$ cat src/rtl/conv3_pkg.sv
// conv3_pkg: shared types, constants and helpers of the 3x3 convolution filter
// used by conv3_ctrl, conv3_datapath and conv3x3_zero_padded_filter_unit
// depends on nothing else
package conv3_pkg;

   // fixed field widths
   localparam int PIX_BITS   = 8;
   localparam int GEOM_BITS  = 11;
   localparam int SCALE_BITS = 17;
   localparam int FRAC_BITS  = 16;
   localparam int WORD_BITS  = 64;
   localparam int TAPS       = 9;
   localparam int TAP_COLS   = 3;
   localparam int ROW_BITS   = 2;
   localparam int CSR_ADDR_BITS = 2;

   localparam logic [PIX_BITS-1:0]   PIX_MAX      = 8'hFF;
   localparam logic [SCALE_BITS-1:0] SCALE_RESET  = 17'd7281;
   localparam logic [GEOM_BITS-1:0]  GEOM_RESET   = 11'd10;
   localparam int                    MIN_WIDTH    = 3;
   localparam int                    MIN_HEIGHT   = 1;

   // window row being accumulated
   localparam logic [ROW_BITS-1:0] ROW_TOP = 2'd0;
   localparam logic [ROW_BITS-1:0] ROW_MID = 2'd1;
   localparam logic [ROW_BITS-1:0] ROW_BOT = 2'd2;

   // register indexes of the configuration port
   typedef enum logic [CSR_ADDR_BITS-1:0] {
      REG_KERNEL = 2'd0,
      REG_SCALE  = 2'd1,
      REG_WIDTH  = 2'd2,
      REG_HEIGHT = 2'd3
   } csr_index_type;

   // commands from the controller to the datapath
   typedef struct packed {
      logic                accept;
      logic                shift;
      logic                mac;
      logic                mac_first;
      logic [ROW_BITS-1:0] mac_row;
      logic                scale;
      logic                load_out;
   } conv3_cmd_type;

   // status from the datapath to the controller
   typedef struct packed {
      logic emit;
      logic out_free;
   } conv3_status_type;

   // clamp a geometry register value into lo..hi
   function automatic int clamp_geom(input logic [GEOM_BITS-1:0] v, input int lo,
                                     input int hi);
      int x;
      begin
         x = int'(v);
         if (x < lo) x = lo;
         if (x > hi) x = hi;
         return x;
      end
   endfunction

endpackage

$ cat src/rtl/conv3_ctrl.sv
// conv3_ctrl: sequencing state machine of the 3x3 convolution filter
// drives conv3_datapath through conv3_pkg command and status structs
// depends on conv3_pkg
module conv3_ctrl (
   input  logic                        clock,
   input  logic                        reset,
   input  logic                        req_tvalid,
   output logic                        req_tready,
   input  conv3_pkg::conv3_status_type status,
   output conv3_pkg::conv3_cmd_type    cmd
);

   typedef enum logic [4:0] {
      ST_IDLE  = 5'b00001,
      ST_SHIFT = 5'b00010,
      ST_MAC   = 5'b00100,
      ST_SCALE = 5'b01000,
      ST_OUT   = 5'b10000
   } state_type;

   state_type                           state_ff, state_in;
   logic [conv3_pkg::ROW_BITS-1:0]      mac_row_ff, mac_row_in;

   // next state and commands
   always_comb begin
      state_in      = state_ff;
      mac_row_in    = mac_row_ff;
      cmd           = '0;
      cmd.mac_row   = mac_row_ff;
      unique case (state_ff)
         ST_IDLE: begin
            if (req_tvalid) begin
               cmd.accept = 1'b1;
               state_in   = ST_SHIFT;
            end
         end
         ST_SHIFT: begin
            cmd.shift  = 1'b1;
            mac_row_in = conv3_pkg::ROW_TOP;
            state_in   = status.emit ? ST_MAC : ST_IDLE;
         end
         ST_MAC: begin
            cmd.mac       = 1'b1;
            cmd.mac_first = (mac_row_ff == conv3_pkg::ROW_TOP);
            if (mac_row_ff == conv3_pkg::ROW_BOT) begin
               state_in = ST_SCALE;
            end else begin
               mac_row_in = mac_row_ff + conv3_pkg::ROW_BITS'(1);
            end
         end
         ST_SCALE: begin
            cmd.scale = 1'b1;
            state_in  = ST_OUT;
         end
         ST_OUT: begin
            if (status.out_free) begin
               cmd.load_out = 1'b1;
               state_in     = ST_IDLE;
            end
         end
         default: begin
            state_in = ST_IDLE;
         end
      endcase
   end

   assign req_tready = (state_ff == ST_IDLE);

   // state registers
   always_ff @(posedge clock) begin
      if (reset) begin
         state_ff   <= ST_IDLE;
         mac_row_ff <= conv3_pkg::ROW_TOP;
      end else begin
         state_ff   <= state_in;
         mac_row_ff <= mac_row_in;
      end
   end

   // an accepted item always goes to the window update next
   a_accept_shift: assert property (@(posedge clock) disable iff (reset)
      (req_tvalid && req_tready) |=> state_ff == ST_SHIFT)
      else $error("accepted item did not move to shift");

   // three row steps then scaling
   a_mac_length: assert property (@(posedge clock) disable iff (reset)
      (state_ff == ST_MAC && mac_row_ff == conv3_pkg::ROW_BOT) |=> state_ff == ST_SCALE)
      else $error("accumulation did not end after the bottom row");

   // an item without a result frees the input at once
   a_no_emit_ready: assert property (@(posedge clock) disable iff (reset)
      (cmd.shift && !status.emit) |=> req_tready)
      else $error("input not ready after item without result");

endmodule

$ cat config.mk
export PLATFORM = sky130hd
export DESIGN_NAME = conv3_ctrl
export DESIGN_NICKNAME = d
export VERILOG_FILES = /design/src/rtl/conv3_pkg.sv /design/src/rtl/conv3_ctrl.sv
export SDC_FILE = /design/constraint.sdc
export NUM_CORES = 1
export LEC_CHECK = 0
export ABC_CLOCK_PERIOD_IN_PS = 1900
export BUFFER_PORTS_ARGS = -buffer_cell sky130_fd_sc_hd__clkbuf_2
export CAP_MARGIN = 10
export CORE_AREA = 10 10 47 49
export DETAILED_ROUTE_END_ITERATION = 10
export DIE_AREA = 0 0 57 59
export PLACE_DENSITY_LB_ADDON = 0.25
export SLEW_MARGIN = 20
export SYNTH_ARGS = -nofsm -noshare
export SYNTH_HDL_FRONTEND = slang
export SYNTH_SLANG_ARGS = --single-unit
$ cat constraint.sdc
create_clock -name clock -period 1.9 [get_ports clock]
set_input_delay 0.19 -clock clock [delete_from_list [all_inputs] [get_ports clock]]
set_output_delay 0.19 -clock clock [all_outputs]
set_load 0.05 [all_outputs]
Word-level counts from Yosys, hierarchy flattened
Index checks and enable logic that the tools add are counted.

operators by class
  reduce and logical (&&, ||, !) cells = 4
  add/subtract/negate cells = 1
  equality and inequality tests = 10
  multiplexer cells = 14

operator list
  operator                                                               number
  5-bit one-hot mux with 5 select lines                                  1
  5-bit two-way mux                                                      3
  2-bit != test, second input constant                                   4
  1-bit two-way mux                                                      6
  5-bit by 1-bit equality test with 1-bit output, second input constant  1
  5-bit by 2-bit equality test with 1-bit output, second input constant  1
  5-bit by 3-bit equality test with 1-bit output, second input constant  1
  5-bit by 4-bit equality test with 1-bit output, second input constant  1
  5-bit equality test, second input constant                             1
  2-bit two-way mux                                                      2
  2-bit one-hot mux with 2 select lines                                  1
  3-bit two-way mux                                                      1
  3-bit AND reduction                                                    1
  2-bit by 1-bit adder with 2-bit output, second input constant          1
  2-bit equality test, second input constant                             1
  2-bit logical NOT                                                      1
  2-bit AND reduction                                                    1
  2-bit nonzero test                                                     1

word-level totals
  output and inout port bits = 9
  input bits = 5
  register bits = 7

Longest topological paths before layout
Gate-level depths: netlist (run 1).

  word-level depth = 3
  depth in mapped cells = 5
  gate-level depth less buffers = 5

Least setup slack after synthesis (run 1)
Ideal clock, no wire load.

  path kind = reg2out
  from = register state_ff[3]
  to = output cmd[1] in the netlist's numbering
  slack = -0.490 ns
  arrival = 2.200 ns
  stages on the path, launching flop included = 3
  buffers on the path = 0
  cells stage by stage = dfxtp_1 -> or2b_2 -> nor4_1

RTL lines
  item                    RTL line          text
  from (decl)             conv3_ctrl.sv:21  state_type state_ff, state_in;
  from (signal assigned)  conv3_ctrl.sv:75  state_ff <= state_in;
  to (decl)               conv3_ctrl.sv:10  output conv3_pkg::conv3_cmd_type cmd

==> reports/metrics.cfg, run 1 <==
[synth]
synthCells=52
netlist_area_um2=499
ys_warn_count=0
ys_async_sr_fraction=0
synth_ff_type=dfxtp_1
syn-num-nets=59
synth-seq-area-share=0.281
synth-seq-cells=7
synthAdderAreaFrac=0.0501
synth_compound_area_frac=0.133
synth-edff-count=0
synthMuxAreaShare=0
synth_cell_types=34
yosys.area_share.simple=0.454
syn_avg_cell_area_um2=9.60
synth_top_family_by_area=simple AND/OR/NAND/NOR gates
synth-xor-area-share=0

[outcome]
status=complete, no violations

[route]
firstDrtPassIters=3
wire_per_inst_um=12.4
ant_nets=0
drt_iter0_drc=4
vias=422
post-route-drc-count=0
routed_wl_um=1020
avgViaCountPerCell=5.15

[cts]
clk_pin_slew_ps=50
cts_made_buffers=3
cts.path.max_buffers=2
tritoncts=yes
cts_max_level=1
ctsHoldBuffers=0
clkSinkCount=7
root_buffer=clkbuf_4
clock_latency_ps=250

[floorplanning]
die_h_um=59
core_area_um2=1400
fp.dieW_um=57
ios=14
dieArea_um2=3360
start_util=0.356
rows=14

[timing]
min_period_ps=1740
skew_ps=0.548
whs_ps=220
rsz0062_at_grt=false
period_share=0.913
hold_violations=0
tns_ps=0
clock.fmax_mhz=576
finalSetupViolCount=0
tightest_slew_ps=451
drv_slew=0
max-slew-margin-rel=0.699

[global_routing]
antenna_found_initial=0
grtUsageTotal=0.0655
grt_pass1_wl_um=1780
grt_max_degree=11
grt_pass1_vias=417
grt_overflow_total=0

[power]
p_comb_frac=0.200
switching_share=0.306
powerDensity_nw_per_um2=648
worst_ir_drop_vdd_mv=0.328
clkPwrFrac=0.365
p_leak_nw=0.255
power.switching_w=0.000116
seqPwrFrac=0.435
p_int_w=0.000264

[setup_path]
start_kind=register
required_ps=1710
path_cells=nor3_4 -> and3b_1 -> and2_1 -> buf_2
worst-path-buf-inv=1
cp_max_fo=10
arrival_ps=1550
cp_top_family=simple AND/OR/NAND/NOR gates
worstSetupPathType=register to output port
critPathCaptureType=output port
max_stage_delay_ps=420
crit_slowest_cell=dfxtp_1

[place]
dp_cells=78
place.gp.congestion=0.655
place_area_um2=561
numPortBuffers=13
dp_hpwl_um=769

[cells_and_area]
nNetsFinal=74
fill_cells=153
antennaDiodeCount=0
fin_area_um2=587
area_delta_synth_final_pct=17.5
drive_above_1_share=0.409
layout.cells.non_filler=82

[job]
max_cap_violations=0

[worst_hold_path]
hold_path.class=input port to register

==> placed cells by master, fill, tap and decap left out, drive strengths merged, types with 2 or more instances in the layout <==
cell	synthesis	layout
o21ai	2	2
ha	2	2
nand4b	2	2
inv	3	3
and2	3	3
nor3b	2	2
and3b	4	4
nor4	2	2
clkbuf	0	16
nor2	2	2
nor3	3	3
a21oi	2	2
nor2b	2	2
dfxtp	7	7
and3	2	2
==> final cells by class <==
cell class / instances / area (um2) / share of cell area
inverter: 3 / 11.3 / 0.0192
multi-input combinational: 39 / 324 / 0.552
sequential: 7 / 140 / 0.239
timing repair buffer: 13 / 65.1 / 0.111
tap: 16 / 20.0 / 0.0341
clock buffer: 4 / 26.3 / 0.0448
==> registers in the layout, indices dropped and copies added (netlist names) <==
| register | cells |
|---|---|
| state_ff | 5 |
| mac_row_ff | 2 |
==> Yosys cell counts (2+ instances only) <==
library cell | count | share of area
nand4b_1 | 2 | 0.035
dfxtp_1 | 7 | 0.28
ha_1 | 2 | 0.050
inv_1 | 3 | 0.023
nor4_1 | 2 | 0.025
and2_1 | 2 | 0.025
buf_6 | 2 | 0.045
nor3b_1 | 2 | 0.030
and3b_1 | 3 | 0.053
nor2_1 | 2 | 0.015
o21ai_0 | 2 | 0.020
==> cells by family after synthesis <==
kind of cell	count (synthesis)
buf+inv	6
flops	7
compound gates	8
fa+ha+maj	2
simple gates	29
==> stage by stage <==
stage	power (W)	util	worst slack, ps
global placement	0.000246	0.400	376
CTS	0.000385	0.419	112
floorplan	0.000234	-	52.0
finish	0.000380	0.419	165
global route	0.000402	0.419	24.9
detailed placement	0.000245	0.400	388
==> layer usage <==
layer	GRT usage	vias up	wire (um)
met5	0	-	0
met4	0.0403	0	23
met3	0.0365	4	75
met2	0.0961	9	469
met1	0.0719	191	449
li1	-	218	-
==> what timing repair did <==
action                     in CTS  in global routing
gates resized for setup         0                  1
setup endpoints to repair       0                  1
setup buffers                   0                  0
==> power by group through the flow <==
stage          Sequential [W]  Combinational (W)  Clock, W
2_1_floorplan        0.000156          0.0000776         0
3_3_place_gp         0.000169          0.0000770         0
3_5_place_dp         0.000168          0.0000768         0
4_1_cts              0.000165          0.0000772  0.000142
5_1_grt              0.000167          0.0000819  0.000154
6_report             0.000165          0.0000760  0.000139
==> worst register-to-register path, delay by kind of cell (launching register included) <==
family / cells / cell delay [ps]
DFF: 1 / 380
and+or+nand+nor: 2 / 610
AOI/OAI and AO/OA: 1 / 80
buffers and inverters: 1 / 80
adders and majority gates: 1 / 210
==> path summary, 6_finish.rpt <==
check                             start                         end  slack, ps  cells after the start
max            state_ff[0]$_SDFFE_PP1P_                      cmd[4]        160                      4
min                          req_tvalid    state_ff[0]$_SDFFE_PP1P_        220                      3
max reg2reg  mac_row_ff[0]$_SDFFE_PP0P_  mac_row_ff[0]$_SDFFE_PP0P_        430                      5
min reg2reg  mac_row_ff[0]$_SDFFE_PP0P_  mac_row_ff[0]$_SDFFE_PP0P_        520                      2
No activity file was read; power rests on OpenSTA's default activity.
==> run 2: changes to the inputs <==
- CTS_BUF_LIST: not set -> sky130_fd_sc_hd__clkbuf_2
- PLACE_DENSITY_LB_ADDON: 0.25 -> 0.12
==> run 2 against run 1 <==
  * Maximum frequency increased by 0.99%
  * Register-to-register slack improved by 60 ps
  * Routed wire length increased by 1.3%
  * Setup slack improved by 17 ps
  * Design area decreased by 1.1%
  * Clock power decreased by 22%
  * Flip-flop and latch count unchanged
  * Largest cell class unchanged
  * Non-clock buffer count unchanged
  * Sequential share of layout area increased by 0.26 points
  * Combinational power increased by 0.5%
==> reports/metrics.cfg, run 2 (synthesis gave the netlist of run 1 again) <==
[outcome]
status=complete, no violations

[cts]
clk_pin_slew_ps=70
cts_max_level=1
cts.path.max_buffers=2
clock_latency_ps=220
clkSinkCount=7
post_cts_resized=0
tritoncts=yes
root_buffer=clkbuf_2
post_cts_buffers=0
cts_made_buffers=3
ctsHoldBuffers=0

[cells_and_area]
area_delta_synth_final_pct=16.3
final_util=0.414
final_common_cell=clkbuf_2
multiInputGateArea_um2=324
top_regs=state_ff: 5 flops, mac_row_ff: 2 flops
fill_cells=158
final_cell_mix=clkbuf_2, dfxtp_1, inv_1, and3b_1
fin_area_um2=581
antennaDiodeCount=0
ff_latch_area_um2=140
regMostFlops=state_ff
largest_register_ff_count=5
drive_above_1_share=0.424
nNetsFinal=74

[setup_path]
crit_slowest_cell=dfxtp_1
reg2reg_from=mac_row_ff[0]$_SDFFE_PP0P_
max_stage_delay_ps=440
required_ps=1710
reg2reg_to=mac_row_ff[0]$_SDFFE_PP0P_
r2r_cells=5
arrival_ps=1530
cp-startpoint=state_ff[1]$_SDFFE_PP0P_
start_kind=register
path_cells=nor3_4 -> and3b_1 -> and2_1 -> buf_2
critPathCaptureType=output port
worstSetupPathType=register to output port
cp_max_fo=10
reg2reg_slack_ps=490

[global_routing]
grt_max_degree=11
grtUsageTotal=0.0750
grt_pass1_vias=438
grt_overflow_total=0
grt_pass1_wl_um=1990
antenna_found_initial=0

[floorplanning]
die_h_um=59
start_util=0.356
rows=14
ios=14
dieArea_um2=3360
core_area_um2=1400
fp.dieW_um=57

[worst_hold_path]
min_to=state_ff[0]$_SDFFE_PP1P_
hold_path.startpoint=req_tvalid
whs_path_depth=3
hold_path.class=input port to register

[timing]
finalSetupViolCount=0
skew_ps=5.43
tightest_slew_ps=449
min_period_ps=1720
hold_violations=0
clock.fmax_mhz=582
rsz0062_at_grt=false
tns_ps=0
drv_slew=0
period_share=0.904
max-slew-margin-rel=0.700

[power]
finalPower_w=0.000351
worst_ir_drop_vdd_mv=0.315
powerDensity_nw_per_um2=604
p_leak_nw=0.257

[route]
wire_per_inst_um=12.6
routed_wl_um=1030
drt_iter0_drc=7
firstDrtPassIters=2
avgViaCountPerCell=5.16
ant_nets=0
post-route-drc-count=0
vias=423

[place]
place.gp.congestion=0.672
numPortBuffers=13
dp_hpwl_um=809
place_area_um2=561

[job]
max_cap_violations=0

## run 2: how the worst max path moves through the flow
stage | cells after the start | to | slack, ps
2_1_floorplan | 4 | cmd[4] | 50
3_3_place_gp | 4 | cmd[4] | 370
3_5_place_dp | 4 | cmd[4] | 380
4_1_cts | 4 | cmd[4] | 120
5_1_grt | 4 | cmd[4] | 9
6_report | 4 | cmd[4] | 180
## run 2: metrics by stage
stage,hold slack [ps],instances,worst slack [ps]
3_5_place_dp,476,78,384
4_1_cts,232,82,123
5_1_grt,235,82,9.03
2_1_floorplan,259,52,52.0
3_3_place_gp,473,78,375
6_report,246,82,182
## run 2: worst max-delay path: cells and delay by family (launching register included)
family	cells	cell delay [ps]
DFF	1	440
buffers and inverters	1	250
and+or+nand+nor	3	610
## run 2: where the power goes
group	switching (W)	internal, W	total, W	leakage [nW]
clock	0.0000532	0.0000560	0.000109	0.0166
sequential	0.0000142	0.000151	0.000165	0.0569
combinational	0.0000439	0.0000325	0.0000764	0.183
total	0.000111	0.000240	0.000351	0.257
## run 2: area by class of cell
class,instances,share of cell area
Inverter,3,0.0194
Multi-Input combinational cell,39,0.558
Timing Repair Buffer,13,0.112
Sequential cell,7,0.241
Clock buffer,4,0.0345
Tap cell,16,0.0345
## run 2: per-layer routing
metal | vias to the layer above | track usage | routed length, um
li1 | 224 | - | -
met1 | 192 | 0.0814 | 505
met2 | 7 | 0.109 | 453
met3 | 0 | 0.0494 | 71
met4 | 0 | 0.0403 | 0
met5 | - | 0 | 0
